<file path="src/rtl/rtwa_pkg.sv">
package rtwa_pkg;

  localparam int unsigned SECOND_CLUSTER_FIRST_CPU = 4;
  localparam int unsigned NUM_CPUS                 = 8;
  localparam bit          SECOND_FITS              = (NUM_CPUS > SECOND_CLUSTER_FIRST_CPU);

  localparam int unsigned CNT_W   = 10;
  localparam int unsigned CPU_W   = 3;
  localparam int unsigned TIME_W  = 32;
  localparam int unsigned AVG_W   = 17;
  localparam int unsigned SCALE   = 100;
  localparam int unsigned AVG_MAX = 102300;
  localparam int unsigned PROD_W  = AVG_W + TIME_W;
  localparam int unsigned SUM_W   = PROD_W + 1;
  localparam int unsigned DIV_W   = TIME_W + 1;
  localparam int unsigned ITER_W  = $clog2(AVG_W);

  localparam logic [CPU_W-1:0] LEAD_CPU_0 = '0;
  localparam logic [CPU_W-1:0] LEAD_CPU_1 = CPU_W'(SECOND_CLUSTER_FIRST_CPU);

  localparam logic OP_SAMPLE = 1'b0;
  localparam logic OP_READ   = 1'b1;

  typedef logic [2:0] step_t;

  localparam step_t STEP_PREP  = 3'd0;
  localparam step_t STEP_MUL_A = 3'd1;
  localparam step_t STEP_MUL_B = 3'd2;
  localparam step_t STEP_SUM   = 3'd3;
  localparam step_t STEP_DIV   = 3'd4;
  localparam step_t STEP_WR_Q  = 3'd5;
  localparam step_t STEP_WR_C  = 3'd6;
  localparam step_t STEP_READ  = 3'd7;

  typedef enum logic [1:0] {
    MUL_NONE,
    MUL_CUR_DT,
    MUL_AVG_TOT
  } mul_sel_t;

  typedef enum logic [1:0] {
    WR_NONE,
    WR_QUO,
    WR_CUR
  } wr_sel_t;

  typedef enum logic [2:0] {
    JMP_NEXT,
    JMP_TRIVIAL,
    JMP_LOOP,
    JMP_CLUSTER,
    JMP_WAIT_OUT
  } jmp_t;

  typedef struct packed {
    logic     prep;
    mul_sel_t mul;
    logic     acc_load;
    logic     sum_init;
    logic     div_step;
    wr_sel_t  wr;
    logic     rd;
    jmp_t     jmp;
    step_t    target;
  } uword_t;

  typedef struct packed {
    uword_t word;
    logic   exec;
    logic   cl;
  } ctl_t;

  typedef struct packed {
    logic trivial;
    logic out_blocked;
    logic second_on;
  } stat_t;

  typedef enum logic [1:0] {
    ST_IDLE = 2'b01,
    ST_RUN  = 2'b10
  } seq_state_t;

  function automatic uword_t ucode(input step_t s);
    uword_t w;
    w = '0;
    unique case (s)
      STEP_PREP: begin
        w.prep = 1'b1;
        w.jmp  = JMP_NEXT;
      end
      STEP_MUL_A: begin
        w.mul    = MUL_CUR_DT;
        w.jmp    = JMP_TRIVIAL;
        w.target = STEP_WR_C;
      end
      STEP_MUL_B: begin
        w.mul      = MUL_AVG_TOT;
        w.acc_load = 1'b1;
        w.jmp      = JMP_NEXT;
      end
      STEP_SUM: begin
        w.sum_init = 1'b1;
        w.jmp      = JMP_NEXT;
      end
      STEP_DIV: begin
        w.div_step = 1'b1;
        w.jmp      = JMP_LOOP;
        w.target   = STEP_DIV;
      end
      STEP_WR_Q: begin
        w.wr     = WR_QUO;
        w.jmp    = JMP_CLUSTER;
        w.target = STEP_PREP;
      end
      STEP_WR_C: begin
        w.wr     = WR_CUR;
        w.jmp    = JMP_CLUSTER;
        w.target = STEP_PREP;
      end
      STEP_READ: begin
        w.rd  = 1'b1;
        w.jmp = JMP_WAIT_OUT;
      end
    endcase
    return w;
  endfunction

endpackage

</file>
<file path="src/rtl/rtwa_if.sv">
interface rtwa_in_if;
  logic                         valid;
  logic                         ready;
  logic                         operation;
  logic [rtwa_pkg::CPU_W-1:0]   cpu;
  logic [rtwa_pkg::CNT_W-1:0]   running_first_cluster;
  logic [rtwa_pkg::CNT_W-1:0]   running_second_cluster;
  logic [rtwa_pkg::TIME_W-1:0]  now_ms;

  modport source (
    output valid, operation, cpu, running_first_cluster, running_second_cluster, now_ms,
    input  ready
  );
  modport sink (
    input  valid, operation, cpu, running_first_cluster, running_second_cluster, now_ms,
    output ready
  );
endinterface

interface rtwa_out_if;
  logic                        valid;
  logic                        ready;
  logic [rtwa_pkg::AVG_W-1:0]  average_runnable;

  modport source (
    output valid, average_runnable,
    input  ready
  );
  modport sink (
    input  valid, average_runnable,
    output ready
  );
endinterface

</file>
<file path="src/rtl/rtwa_seq.sv">
module rtwa_seq (
  input  logic              clk,
  input  logic              rst_n,
  input  logic              start,
  input  logic              start_op,
  input  rtwa_pkg::stat_t   stat,
  output logic              busy,
  output rtwa_pkg::ctl_t    ctl
);

  rtwa_pkg::seq_state_t       state_r, state_nxt;
  rtwa_pkg::step_t            pc_r, pc_nxt;
  logic                       cl_r, cl_nxt;
  logic [rtwa_pkg::ITER_W-1:0] iter_r, iter_nxt;
  rtwa_pkg::uword_t           word;
  logic                       run;

  assign word = rtwa_pkg::ucode(pc_r);
  assign run  = (state_r == rtwa_pkg::ST_RUN);
  assign busy = run;

  assign ctl.word = word;
  assign ctl.cl   = cl_r;
  assign ctl.exec = run && !(word.jmp == rtwa_pkg::JMP_WAIT_OUT && stat.out_blocked);

  always_comb begin
    state_nxt = state_r;
    pc_nxt    = pc_r;
    cl_nxt    = cl_r;
    iter_nxt  = iter_r;
    unique case (state_r)
      rtwa_pkg::ST_IDLE: begin
        if (start) begin
          state_nxt = rtwa_pkg::ST_RUN;
          pc_nxt    = (start_op == rtwa_pkg::OP_READ) ? rtwa_pkg::STEP_READ
                                                      : rtwa_pkg::STEP_PREP;
          cl_nxt    = 1'b0;
        end
      end
      rtwa_pkg::ST_RUN: begin
        if (word.sum_init) begin
          iter_nxt = rtwa_pkg::ITER_W'(rtwa_pkg::AVG_W - 1);
        end
        unique case (word.jmp)
          rtwa_pkg::JMP_NEXT: begin
            pc_nxt = rtwa_pkg::step_t'(pc_r + 3'd1);
          end
          rtwa_pkg::JMP_TRIVIAL: begin
            pc_nxt = stat.trivial ? word.target : rtwa_pkg::step_t'(pc_r + 3'd1);
          end
          rtwa_pkg::JMP_LOOP: begin
            if (iter_r != '0) begin
              iter_nxt = iter_r - rtwa_pkg::ITER_W'(1);
              pc_nxt   = word.target;
            end else begin
              pc_nxt = rtwa_pkg::step_t'(pc_r + 3'd1);
            end
          end
          rtwa_pkg::JMP_CLUSTER: begin
            if (!cl_r && stat.second_on) begin
              cl_nxt = 1'b1;
              pc_nxt = word.target;
            end else begin
              state_nxt = rtwa_pkg::ST_IDLE;
            end
          end
          rtwa_pkg::JMP_WAIT_OUT: begin
            if (!stat.out_blocked) begin
              state_nxt = rtwa_pkg::ST_IDLE;
            end
          end
          default: begin
            state_nxt = rtwa_pkg::ST_IDLE;
          end
        endcase
      end
      default: begin
        state_nxt = rtwa_pkg::ST_IDLE;
      end
    endcase
  end

  always_ff @(posedge clk) begin
    if (!rst_n) begin
      state_r <= rtwa_pkg::ST_IDLE;
      pc_r    <= rtwa_pkg::STEP_PREP;
      cl_r    <= 1'b0;
      iter_r  <= '0;
    end else begin
      state_r <= state_nxt;
      pc_r    <= pc_nxt;
      cl_r    <= cl_nxt;
      iter_r  <= iter_nxt;
    end
  end

endmodule

</file>
<file path="src/rtl/rtwa_dp.sv">
module rtwa_dp (
  input  logic                          clk,
  input  logic                          rst_n,
  input  logic                          accept,
  input  logic [rtwa_pkg::CPU_W-1:0]    cpu,
  input  logic [rtwa_pkg::CNT_W-1:0]    cnt0,
  input  logic [rtwa_pkg::CNT_W-1:0]    cnt1,
  input  logic [rtwa_pkg::TIME_W-1:0]   now,
  input  logic                          cfg_wr_en,
  input  logic                          cfg_wr_data,
  input  rtwa_pkg::ctl_t                ctl,
  output rtwa_pkg::stat_t               stat,
  output logic                          out_valid,
  input  logic                          out_ready,
  output logic [rtwa_pkg::AVG_W-1:0]    out_avg
);

  logic [rtwa_pkg::CPU_W-1:0]  cpu_r;
  logic [rtwa_pkg::CNT_W-1:0]  cnt0_r, cnt1_r;
  logic [rtwa_pkg::TIME_W-1:0] now_r;
  logic                        second_en_r;

  logic [rtwa_pkg::AVG_W-1:0]  avg_r   [2];
  logic [rtwa_pkg::TIME_W-1:0] last_r  [2];
  logic [rtwa_pkg::TIME_W-1:0] total_r [2];

  logic [rtwa_pkg::TIME_W-1:0] dt_r, tot_r;
  logic [rtwa_pkg::AVG_W-1:0]  cur_r, wavg_r;
  logic [rtwa_pkg::PROD_W-1:0] prod_r, acc_r;
  logic [rtwa_pkg::DIV_W-1:0]  div_r, rem_r;
  logic [rtwa_pkg::AVG_W-1:0]  quo_r;
  logic                        out_valid_r;
  logic [rtwa_pkg::AVG_W-1:0]  out_avg_r;

  logic                        cl, ex, second_on;
  logic [rtwa_pkg::CNT_W-1:0]  cnt_sel;
  logic [rtwa_pkg::AVG_W-1:0]  cur_calc;
  logic [rtwa_pkg::TIME_W-1:0] last_eff, dt_calc, tot_calc;
  logic [rtwa_pkg::TIME_W-1:0] mul_a;
  logic [rtwa_pkg::AVG_W-1:0]  mul_b;
  logic [rtwa_pkg::SUM_W-1:0]  sum;
  logic [rtwa_pkg::DIV_W:0]    trial;
  logic [rtwa_pkg::DIV_W:0]    trial_sub;
  logic [rtwa_pkg::DIV_W-1:0]  tsum;
  logic [rtwa_pkg::TIME_W-1:0] tot_new;
  logic                        rd_fire;
  logic                        rd_hit0, rd_hit1;
  logic [rtwa_pkg::AVG_W-1:0]  rd_val;

  assign cl        = ctl.cl;
  assign ex        = ctl.exec;
  assign second_on = second_en_r && rtwa_pkg::SECOND_FITS;

  // per-cluster preparation
  assign cnt_sel  = cl ? cnt1_r : cnt0_r;
  assign cur_calc = rtwa_pkg::AVG_W'({7'd0, cnt_sel} * rtwa_pkg::AVG_W'(rtwa_pkg::SCALE));
  assign last_eff = (last_r[cl] == '0) ? now_r : last_r[cl];
  assign dt_calc  = now_r - last_eff;
  assign tot_calc = (avg_r[cl] == '0) ? '0 : total_r[cl];

  assign mul_a = (ctl.word.mul == rtwa_pkg::MUL_CUR_DT) ? dt_r : tot_r;
  assign mul_b = (ctl.word.mul == rtwa_pkg::MUL_CUR_DT) ? cur_r : wavg_r;

  assign sum = {1'b0, acc_r} + {1'b0, prod_r};

  // restoring divide, one quotient bit per step
  assign trial     = {rem_r, quo_r[rtwa_pkg::AVG_W-1]};
  assign trial_sub = trial - {1'b0, div_r};

  assign tsum    = {1'b0, dt_r} + {1'b0, tot_r};
  assign tot_new = tsum[rtwa_pkg::TIME_W] ? '1 : tsum[rtwa_pkg::TIME_W-1:0];

  assign rd_fire = ex && ctl.word.rd;
  assign rd_hit0 = (cpu_r == rtwa_pkg::LEAD_CPU_0);
  assign rd_hit1 = (cpu_r == rtwa_pkg::LEAD_CPU_1) && second_on;

  always_comb begin
    priority if (rd_hit0) begin
      rd_val = avg_r[0];
    end else if (rd_hit1) begin
      rd_val = avg_r[1];
    end else begin
      rd_val = '0;
    end
  end

  assign stat.trivial     = (dt_r == '0) || (tot_r == '0);
  assign stat.out_blocked = out_valid_r && !out_ready;
  assign stat.second_on   = second_on;

  assign out_valid = out_valid_r;
  assign out_avg   = out_avg_r;

  always_ff @(posedge clk) begin
    if (accept) begin
      cpu_r  <= cpu;
      cnt0_r <= cnt0;
      cnt1_r <= cnt1;
      now_r  <= now;
    end
    if (ex && ctl.word.prep) begin
      dt_r   <= dt_calc;
      tot_r  <= tot_calc;
      cur_r  <= cur_calc;
      wavg_r <= avg_r[cl];
    end
    if (ex && ctl.word.mul != rtwa_pkg::MUL_NONE) begin
      prod_r <= rtwa_pkg::PROD_W'(mul_a) * rtwa_pkg::PROD_W'(mul_b);
    end
    if (ex && ctl.word.acc_load) begin
      acc_r <= prod_r;
    end
    if (ex && ctl.word.sum_init) begin
      rem_r <= sum[rtwa_pkg::SUM_W-1:rtwa_pkg::AVG_W];
      quo_r <= sum[rtwa_pkg::AVG_W-1:0];
      div_r <= tsum;
    end else if (ex && ctl.word.div_step) begin
      if (!trial_sub[rtwa_pkg::DIV_W]) begin
        rem_r <= trial_sub[rtwa_pkg::DIV_W-1:0];
        quo_r <= {quo_r[rtwa_pkg::AVG_W-2:0], 1'b1};
      end else begin
        rem_r <= trial[rtwa_pkg::DIV_W-1:0];
        quo_r <= {quo_r[rtwa_pkg::AVG_W-2:0], 1'b0};
      end
    end
    if (rd_fire) begin
      out_avg_r <= rd_val;
    end
  end

  always_ff @(posedge clk) begin
    if (!rst_n) begin
      second_en_r <= 1'b1;
      out_valid_r <= 1'b0;
      for (int i = 0; i < 2; i++) begin
        avg_r[i]   <= '0;
        last_r[i]  <= '0;
        total_r[i] <= '0;
      end
    end else begin
      if (cfg_wr_en) begin
        second_en_r <= cfg_wr_data;
      end
      if (rd_fire) begin
        out_valid_r <= 1'b1;
      end else if (out_ready) begin
        out_valid_r <= 1'b0;
      end
      if (ex && ctl.word.wr != rtwa_pkg::WR_NONE) begin
        avg_r[cl]   <= (ctl.word.wr == rtwa_pkg::WR_QUO) ? quo_r : cur_r;
        last_r[cl]  <= now_r;
        total_r[cl] <= tot_new;
      end else if (rd_fire) begin
        if (rd_hit0) begin
          avg_r[0] <= '0;
        end else if (rd_hit1) begin
          avg_r[1] <= '0;
        end
      end
    end
  end

endmodule

</file>
<file path="src/rtl/runnable_time_weighted_average.sv">
// channel   dir   payload                                              handshake
// in_ch     in    operation, cpu, running_first/second_cluster, now_ms valid/ready
// out_ch    out   average_runnable (one per read request)               valid/ready
// cfg       in    cfg_wr_data = second_cluster_enable                  cfg_wr_en
//
// one request at a time; in_ch.ready is low while the microcode runs
// sample per enabled cluster: prep, multiply, current value written if time or
//   history is zero, else multiply, sum, 17-step restoring divide, quotient write
// read: held while a previous result waits on out_ch
// synchronous active-low reset; averages, times and history clear to zero
module runnable_time_weighted_average (
  input  logic            clk,
  input  logic            rst_n,
  rtwa_in_if.sink         in_ch,
  rtwa_out_if.source      out_ch,
  input  logic            cfg_wr_en,
  input  logic            cfg_wr_data
);

  rtwa_pkg::ctl_t  ctl;
  rtwa_pkg::stat_t stat;
  logic            busy;
  logic            accept;

  assign in_ch.ready = !busy;
  assign accept      = in_ch.valid && in_ch.ready;

  rtwa_seq u_seq (
    .clk      (clk),
    .rst_n    (rst_n),
    .start    (accept),
    .start_op (in_ch.operation),
    .stat     (stat),
    .busy     (busy),
    .ctl      (ctl)
  );

  rtwa_dp u_dp (
    .clk         (clk),
    .rst_n       (rst_n),
    .accept      (accept),
    .cpu         (in_ch.cpu),
    .cnt0        (in_ch.running_first_cluster),
    .cnt1        (in_ch.running_second_cluster),
    .now         (in_ch.now_ms),
    .cfg_wr_en   (cfg_wr_en),
    .cfg_wr_data (cfg_wr_data),
    .ctl         (ctl),
    .stat        (stat),
    .out_valid   (out_ch.valid),
    .out_ready   (out_ch.ready),
    .out_avg     (out_ch.average_runnable)
  );

endmodule

</file>
<file path="src/flat_wrapper.sv">
// flat-port wrapper written by rule: the top's interface ports become plain ports
module runnable_time_weighted_average_flat 
  (clk, rst_n, cfg_wr_en, cfg_wr_data, in_ch_valid, in_ch_operation, in_ch_cpu, in_ch_running_first_cluster, in_ch_running_second_cluster, in_ch_now_ms, in_ch_ready, out_ch_valid, out_ch_average_runnable, out_ch_ready);
  rtwa_in_if in_ch_i ();
  rtwa_out_if out_ch_i ();
  input  logic clk;
  input  logic rst_n;
  input  logic cfg_wr_en;
  input  logic cfg_wr_data;
  input wire logic [$bits(in_ch_i.valid)-1:0] in_ch_valid;
  input wire logic [$bits(in_ch_i.operation)-1:0] in_ch_operation;
  input wire logic [$bits(in_ch_i.cpu)-1:0] in_ch_cpu;
  input wire logic [$bits(in_ch_i.running_first_cluster)-1:0] in_ch_running_first_cluster;
  input wire logic [$bits(in_ch_i.running_second_cluster)-1:0] in_ch_running_second_cluster;
  input wire logic [$bits(in_ch_i.now_ms)-1:0] in_ch_now_ms;
  output wire logic [$bits(in_ch_i.ready)-1:0] in_ch_ready;
  output wire logic [$bits(out_ch_i.valid)-1:0] out_ch_valid;
  output wire logic [$bits(out_ch_i.average_runnable)-1:0] out_ch_average_runnable;
  input wire logic [$bits(out_ch_i.ready)-1:0] out_ch_ready;
  assign in_ch_i.valid = in_ch_valid;
  assign in_ch_i.operation = in_ch_operation;
  assign in_ch_i.cpu = in_ch_cpu;
  assign in_ch_i.running_first_cluster = in_ch_running_first_cluster;
  assign in_ch_i.running_second_cluster = in_ch_running_second_cluster;
  assign in_ch_i.now_ms = in_ch_now_ms;
  assign in_ch_ready = in_ch_i.ready;
  assign out_ch_valid = out_ch_i.valid;
  assign out_ch_average_runnable = out_ch_i.average_runnable;
  assign out_ch_i.ready = out_ch_ready;
  runnable_time_weighted_average u_core (.clk(clk), .rst_n(rst_n), .in_ch(in_ch_i), .out_ch(out_ch_i), .cfg_wr_en(cfg_wr_en), .cfg_wr_data(cfg_wr_data));
endmodule
</file>
<file path="config.mk">
export PLATFORM = sky130hd
export DESIGN_NAME = runnable_time_weighted_average_flat
export DESIGN_NICKNAME = d
export VERILOG_FILES = /design/src/rtl/rtwa_pkg.sv /design/src/rtl/rtwa_if.sv /design/src/rtl/rtwa_seq.sv /design/src/rtl/rtwa_dp.sv /design/src/rtl/runnable_time_weighted_average.sv /design/src/flat_wrapper.sv
export SDC_FILE = /design/constraint.sdc
export NUM_CORES = 2
export LEC_CHECK = 0
export ABC_AREA = 1
export BUFFER_PORTS_ARGS = -buffer_cell sky130_fd_sc_hd__buf_2
export CORE_ASPECT_RATIO = 1.25
export CORE_UTILIZATION = 30
export DETAILED_ROUTE_END_ITERATION = 12
export HOLD_SLACK_MARGIN = 0.06
export SYNTH_ARGS = -nofsm -noshare
export SYNTH_HDL_FRONTEND = slang
export SYNTH_SLANG_ARGS = --single-unit
</file>
<file path="constraint.sdc">
create_clock -name clk -period 8 [get_ports clk]
set_input_delay 0.4 -clock clk [delete_from_list [all_inputs] [get_ports clk]]
set_output_delay 0.4 -clock clk [all_outputs]
set_load 0.01 [all_outputs]
</file>
* After elaboration in Yosys (flattened, before gate mapping)
Memory sizes are Yosys's and may differ from the RTL's. A register that Yosys moved wholly into a read port is not among the register bits.
Index checks and enable logic that the tools add are counted.
** Storage, ports and cells
- Bits in registers :: 330
- Latch bits :: 0
- RAM bits :: 162
- Bits in read-only memories :: 0
- Output and inout bits :: 19
- Logic and storage cells :: 170
- Memories :: 3
** Operators by class
- Add/sub/neg operators :: 6
- $mul :: 2
- Div/mod/pow operators :: 0
- $lt $le $gt $ge :: 0
- Eq/ne operators :: 24
- Shift operators :: 0
- Muxes and demuxes :: 74
- Bitwise operators :: 2
- Reductions and logical operators :: 40
** Memory list
- u_core.u_dp.last_r :: words 2, bits a word 32, read ports 1, clocked after memory_dff 1, write ports 2, RTL line rtwa_dp.sv:24 : logic [rtwa_pkg::TIME_W-1:0] last_r [2];
- u_core.u_dp.total_r :: words 2, bits a word 32, read ports 1, clocked after memory_dff 1, write ports 2, RTL line rtwa_dp.sv:25 : logic [rtwa_pkg::TIME_W-1:0] total_r [2];
- u_core.u_dp.avg_r :: words 2, bits a word 17, read ports 3, clocked after memory_dff 1, write ports 2, RTL line rtwa_dp.sv:23 : logic [rtwa_pkg::AVG_W-1:0] avg_r [2];
** Operators with widths (count)
- two-way mux 32 bit :: 5
- two-way mux 17 bit :: 9
- two-way mux 33 bit :: 3
- zero test 32 bit :: 3
- OR reduction 32 bit :: 2
- adder 49 x 49 -> 50 bit :: 1
- multiplier 32 x 17 -> 49 bit :: 1
- two-way mux 1 bit :: 36
- subtractor 34 x 33 -> 34 bit :: 1
- adder 32 x 32 -> 33 bit :: 1
- subtractor 32 bit :: 1
- == test 3 bit (second input constant) :: 6
- zero test 17 bit :: 1
- OR reduction 17 bit :: 1
- multiplier 10 x 5 -> 15 bit (second input constant) :: 1
- two-way mux 3 bit :: 5
- two-way mux 5 bit :: 3
- case mux 3 bit (5 select lines) :: 1
- logical AND 1 bit :: 13
- == test 3 x 2 -> 1 bit (second input constant) :: 4
- case mux 2 bit (2 select lines) :: 3
- case mux 3 bit (2 select lines) :: 2
- case mux 3 bit (4 select lines) :: 1
- AND reduction 4 bit :: 3
- other kinds (21) :: 41

* Longest topological paths before layout
- Word-level depth :: 14
- Depth in mapped cells :: 38
- Mapped depth without buffers :: 36

* Hierarchy
A second synthesis with hierarchy kept.
** Unflattened totals
- Cells, all modules :: 6139
- Area, all modules :: 49759.0 sq um
** By module, submodules not included
- rtwa_dp :: instances 1, cells an instance 5993, area an instance 48823.1 sq um
- rtwa_seq :: instances 1, cells an instance 143, area an instance 922.1 sq um
- runnable_time_weighted_average :: instances 1, cells an instance 3, area an instance 13.8 sq um

* Worst setup path after synthesis
Ideal clock, no wire load.
- Kind :: register to register
- Start point :: register u_core.u_seq.pc_r[0]
- End point :: register u_core.u_dp.prod_r[40] in the netlist's numbering, data pin
- Library setup time :: 0.260 ns
- Data arrival time :: 6.157 ns
- Setup slack :: 1.583 ns
- Stages on the path, launching flop included :: 33
- Cells stage by stage :: dfxtp_1 > inv_1 > ha_1 > nor2_4 > inv_2 > buf_2 > buf_2 > o21ai_1 > buf_2 > nand2_1 > fa_1 > inv_1 > fa_1 > inv_1 > fa_1 > inv_1 > fa_1 > fa_1 > inv_1 > fa_1 > inv_1 > ha_1 > nand2_1 > nor2_1 > inv_1 > nor2_1 > inv_1 > nor3_1 > nand2_1 > nand2_1 > nand2_1 > nand2_1 > xor2_1
** On the way
- Cells in the longest elaborated chain, start to end :: 5
- Elaborated cells on any way between the ends :: 7
- Classes of those cells :: mul: 1; eq/ne: 3; mux: 3
** RTL lines
- start, declared :: RTL line rtwa_seq.sv:12 : rtwa_pkg::step_t pc_r, pc_nxt;
- start signal, assigned :: RTL line rtwa_seq.sv:86 : pc_r <= rtwa_pkg::STEP_PREP;
- start signal, assigned :: RTL line rtwa_seq.sv:91 : pc_r <= pc_nxt;
- == test 3 x 2 -> 1 bit or == test 3 x 1 -> 1 bit (tied branches) :: RTL line rtwa_pkg.sv:87 : unique case (s)
- case mux 2 bit (2 select lines) (*) :: RTL line rtwa_pkg.sv:87
- == test 2 x 1 -> 1 bit (*) :: RTL line rtwa_dp.sv:61, rtwa_dp.sv:62
- two-way mux 32 bit or two-way mux 17 bit (tied branches) :: RTL line rtwa_dp.sv:61, rtwa_dp.sv:62
- multiplier 32 x 17 -> 49 bit (*) :: RTL line rtwa_dp.sv:108 : prod_r <= rtwa_pkg::PROD_W'(mul_a) * rtwa_pkg::PROD_W'(mul_b);
- end signal, assigned :: RTL line rtwa_dp.sv:108
- end, declared :: RTL line rtwa_dp.sv:29 : logic [rtwa_pkg::PROD_W-1:0] prod_r, acc_r;
Every way passes the cells marked *; elsewhere a longest branch is shown, timed or not.
A chain may end at the register's enable or synchronous reset.

* Worst setup path in the final report
- Start point :: register u_core.u_seq.pc_r[1]
- End point :: register u_core.u_dp.prod_r[38] in the netlist's numbering, data pin
The elaborated chain is that of the path after synthesis.

==> out/results.ini <==
[run_status]
status=complete, no violations

[grt]
grt_usage_pct=20.5
grt_pass1_wl_um=260000
grt-ovfl-total=0
use_met2_pct=35.6
grt_pass1_vias=42200
grt_use_met3_pct=2.39
grt_max_degree=67
met1_usage_pct=24.9
grt-busiest-layer=met2
antenna_found_initial=1

[place]
port_buffers=80
dp.cells=8403
place_congestion=0.996
dp.final_hpwl_um=141000
place_ws_ps=270

[setup_path]
crit_fanout=55
critPathKind=reg -> reg
cp-startpoint=u_core.u_seq.pc_r[1]$_SDFFE_PN0P_
required_ps=8380
end_kind=flip-flop
ff2ff_setup_slack_ps=360
slowest_stage=fa_1
reg2reg_depth=31
r2r_start=u_core.u_seq.pc_r[1]$_SDFFE_PN0P_
rr_endpoint=u_core.u_dp.prod_r[38]$_DFFE_PP_
cp.arrival_ps=8020
crit_path_start_kind=flip-flop
worst_path_largest_cell_delay_ps=530
cp-endpoint=u_core.u_dp.prod_r[38]$_DFFE_PP_
crit_top_cell=inv_1

[detailed_routing]
drt_wl_total_um=173000
drt_pre_antenna_iters=6
drc=0
wl_per_cell_um=20.2
drtAntennaViolNets=0
drtIter0Drc=3336
vias=41500
vias_per_cell=4.84

[worst_hold_path]
min_from=rst_n
hp-class=in -> reg

[synthesis]
async_flop_share_pct=0
yosysMostFrequentCell=nand2_1
syn_area_per_cell_sq_um=8.08
synthAdderAreaFrac_pct=26.2
synthMuxAreaShare_pct=0.289
synth_cell_type_count=49
synth_largest_area_cell=edfxtp_1
yosys_register_bits=525
synth_top_area_share_pct=30.8
yosys.area_share.simple_pct=21.1
synth_compound_area_share_pct=7.67
synth_area_sq_um=49900
ys_top_cells_by_area=edfxtp_1, fa_1, nand2_1
ys_warn_count=0
synthXorXnorAreaFrac_pct=2.27
synth_edf_count=511
synthFlopType=edfxtp_1
syn_nets=7004
synth_common_cells=nand2_1, inv_1, nor2_1
syn_inst=6174
yosysSeqAreaShare_pct=31.3
synth_top_family_by_area=adder cells

[clock_tree]
ctsRootBufferMaster=clkbuf_16
cts_setup_buffers=0
cts_made_buffers=61
cts_sinks=525
path_clk_slew_ps=70
cts_tree=done
htree_levels=2
clk_latency_ps=680
clockBufferDepth=3

[floorplan]
fp.dieW_um=367
core_area_sq_um=164000
initial_core_util_pct=30.4
num_rows=166
io_pins=81
dieArea_sq_um=168000
die_y_um=458

[final_layout]
drive_gt1_share_pct=5.73
stdcell_count=8576
n_fill_cell=17100
area_growth_pct=12.5
nNetsFinal=7171

[timing]
min_period_over_period_pct=95.5
max_freq_mhz=131
hold_viol_final=0
period_minus_slack_ps=7640
setup_viol=0
rsz0062_at_grt=false
finalSetupTns_ps=0
slew_headroom_pct=30.3
skew_ps=22.8
drv_slew=0
hold_ws_ps=157
tightest_slew_ps=1050
setup_slack_ps=362

[run]
cap_violations=0

## how the worst min path moves through the flow
stage                                           end  slack, ps  cells past startpoint
2_1_floorplan        u_core.u_dp.acc_r[0]$_DFFE_PP_        430                      0
3_3_place_gp         u_core.u_dp.acc_r[5]$_DFFE_PP_        440                      0
3_5_place_dp        u_core.u_dp.acc_r[21]$_DFFE_PP_        450                      0
4_1_cts        u_core.u_seq.state_r[0]$_SDFFE_PN1P_        120                      2
5_1_grt        u_core.u_seq.state_r[0]$_SDFFE_PN1P_        150                      2
6_report       u_core.u_seq.state_r[0]$_SDFFE_PN1P_        160                      2
## sequential cells by signal, summed over array words and instances (netlist names), 2 cells and up, named ones only
name	cells
u_core.u_dp.last_r	64
u_core.u_dp.total_r	64
u_core.u_dp.acc_r	49
u_core.u_dp.prod_r	49
u_core.u_dp.avg_r	34
u_core.u_dp.div_r	33
u_core.u_dp.rem_r	33
u_core.u_dp.dt_r	32
u_core.u_dp.now_r	32
u_core.u_dp.tot_r	32
u_core.u_dp.out_avg	17
u_core.u_dp.quo_r	17
u_core.u_dp.wavg_r	17
u_core.u_dp.cur_r	15
u_core.u_dp.cnt0_r	10
u_core.u_dp.cnt1_r	10
u_core.u_seq.iter_r	5
u_core.u_dp.cpu_r	3
u_core.u_seq.pc_r	3
u_core.u_seq.state_r	2
## per-stage QoR
stage	area, sq um	util, %
global placement	53300	32.5
CTS	56100	34.1
global route	56100	34.2
floorplan	49900	-
finish	56100	34.2
detailed placement	53300	32.5
## kinds of logic (layout without fill, tap and decap cells)
group,Yosys count,in the layout
AOI/OAI and AO/OA,694,694
adders and majority gates,768,768
and+or+nand+nor,2601,2601
buffers and inverters,1443,1660
DFF,525,525
other,0,1
xor gates and xnor gates,129,129
muxes,14,14
## timing repair
action                     4_1_cts  5_1_grt
resized for setup                0       11
setup endpoints to repair        0       11
hold buffers                    59        0
hold endpoints to repair        59        0
## layout make-up
type                            instances  area [sq um]  area share [%]
Antenna cell                            1          2.50         0.00446
Tap cell                             2184          2730            4.87
Clock buffer                           66          1570            2.79
Inverter                             1300          4880            8.71
Sequential cell                       525         15600            27.9
Clock inverter                         47           581            1.03
Multi-Input combinational cell       4206         28800            51.3
Timing Repair Buffer                  247          1940            3.46
## critical path, delay by kind of cell, from the launching register on
kind / cells / cell delay [ps]
AO/OA/AOI/OAI: 4 / 930
buffers and inverters: 13 / 1720
AND/OR/NAND/NOR: 5 / 680
adder cells (fa/ha/maj): 8 / 3360
flip-flops: 1 / 340
XOR/XNOR: 1 / 230
## layout by cell type (no fill, tap or decap), types with 12 or more instances in the layout
| master | n |
|---|---|
| nand2_1 | 1469 |
| inv_1 | 1274 |
| nor2_1 | 678 |
| edfxtp_1 | 511 |
| fa_1 | 458 |
| ha_1 | 309 |
| a21oi_1 | 306 |
| nand3_1 | 281 |
| o21ai_0 | 239 |
| buf_4 | 97 |
| buf_2 | 80 |
| xor2_1 | 74 |
| clkbuf_16 | 62 |
| dlygate4sd3_1 | 59 |
| nor3_1 | 55 |
| xnor2_1 | 54 |
| nand4_1 | 45 |
| o21ai_2 | 24 |
| nand3b_1 | 23 |
| o21a_1 | 22 |
| a21o_1 | 22 |
| o21bai_1 | 21 |
| clkinv_1 | 20 |
| clkinv_2 | 13 |
| nor4_1 | 13 |
| inv_2 | 12 |
| a31oi_1 | 12 |
| bufinv_16 | 12 |
## layer usage
metal	up-vias	part of all wire, %
li1	19700	-
met1	20200	41
met2	1396	49
met3	320	5.1
met4	2	5.8
met5	-	0.0098
Power is left out: the tool's default activity adds up to more than one toggle a clock period on the data nets, which glitch-free logic cannot reach.
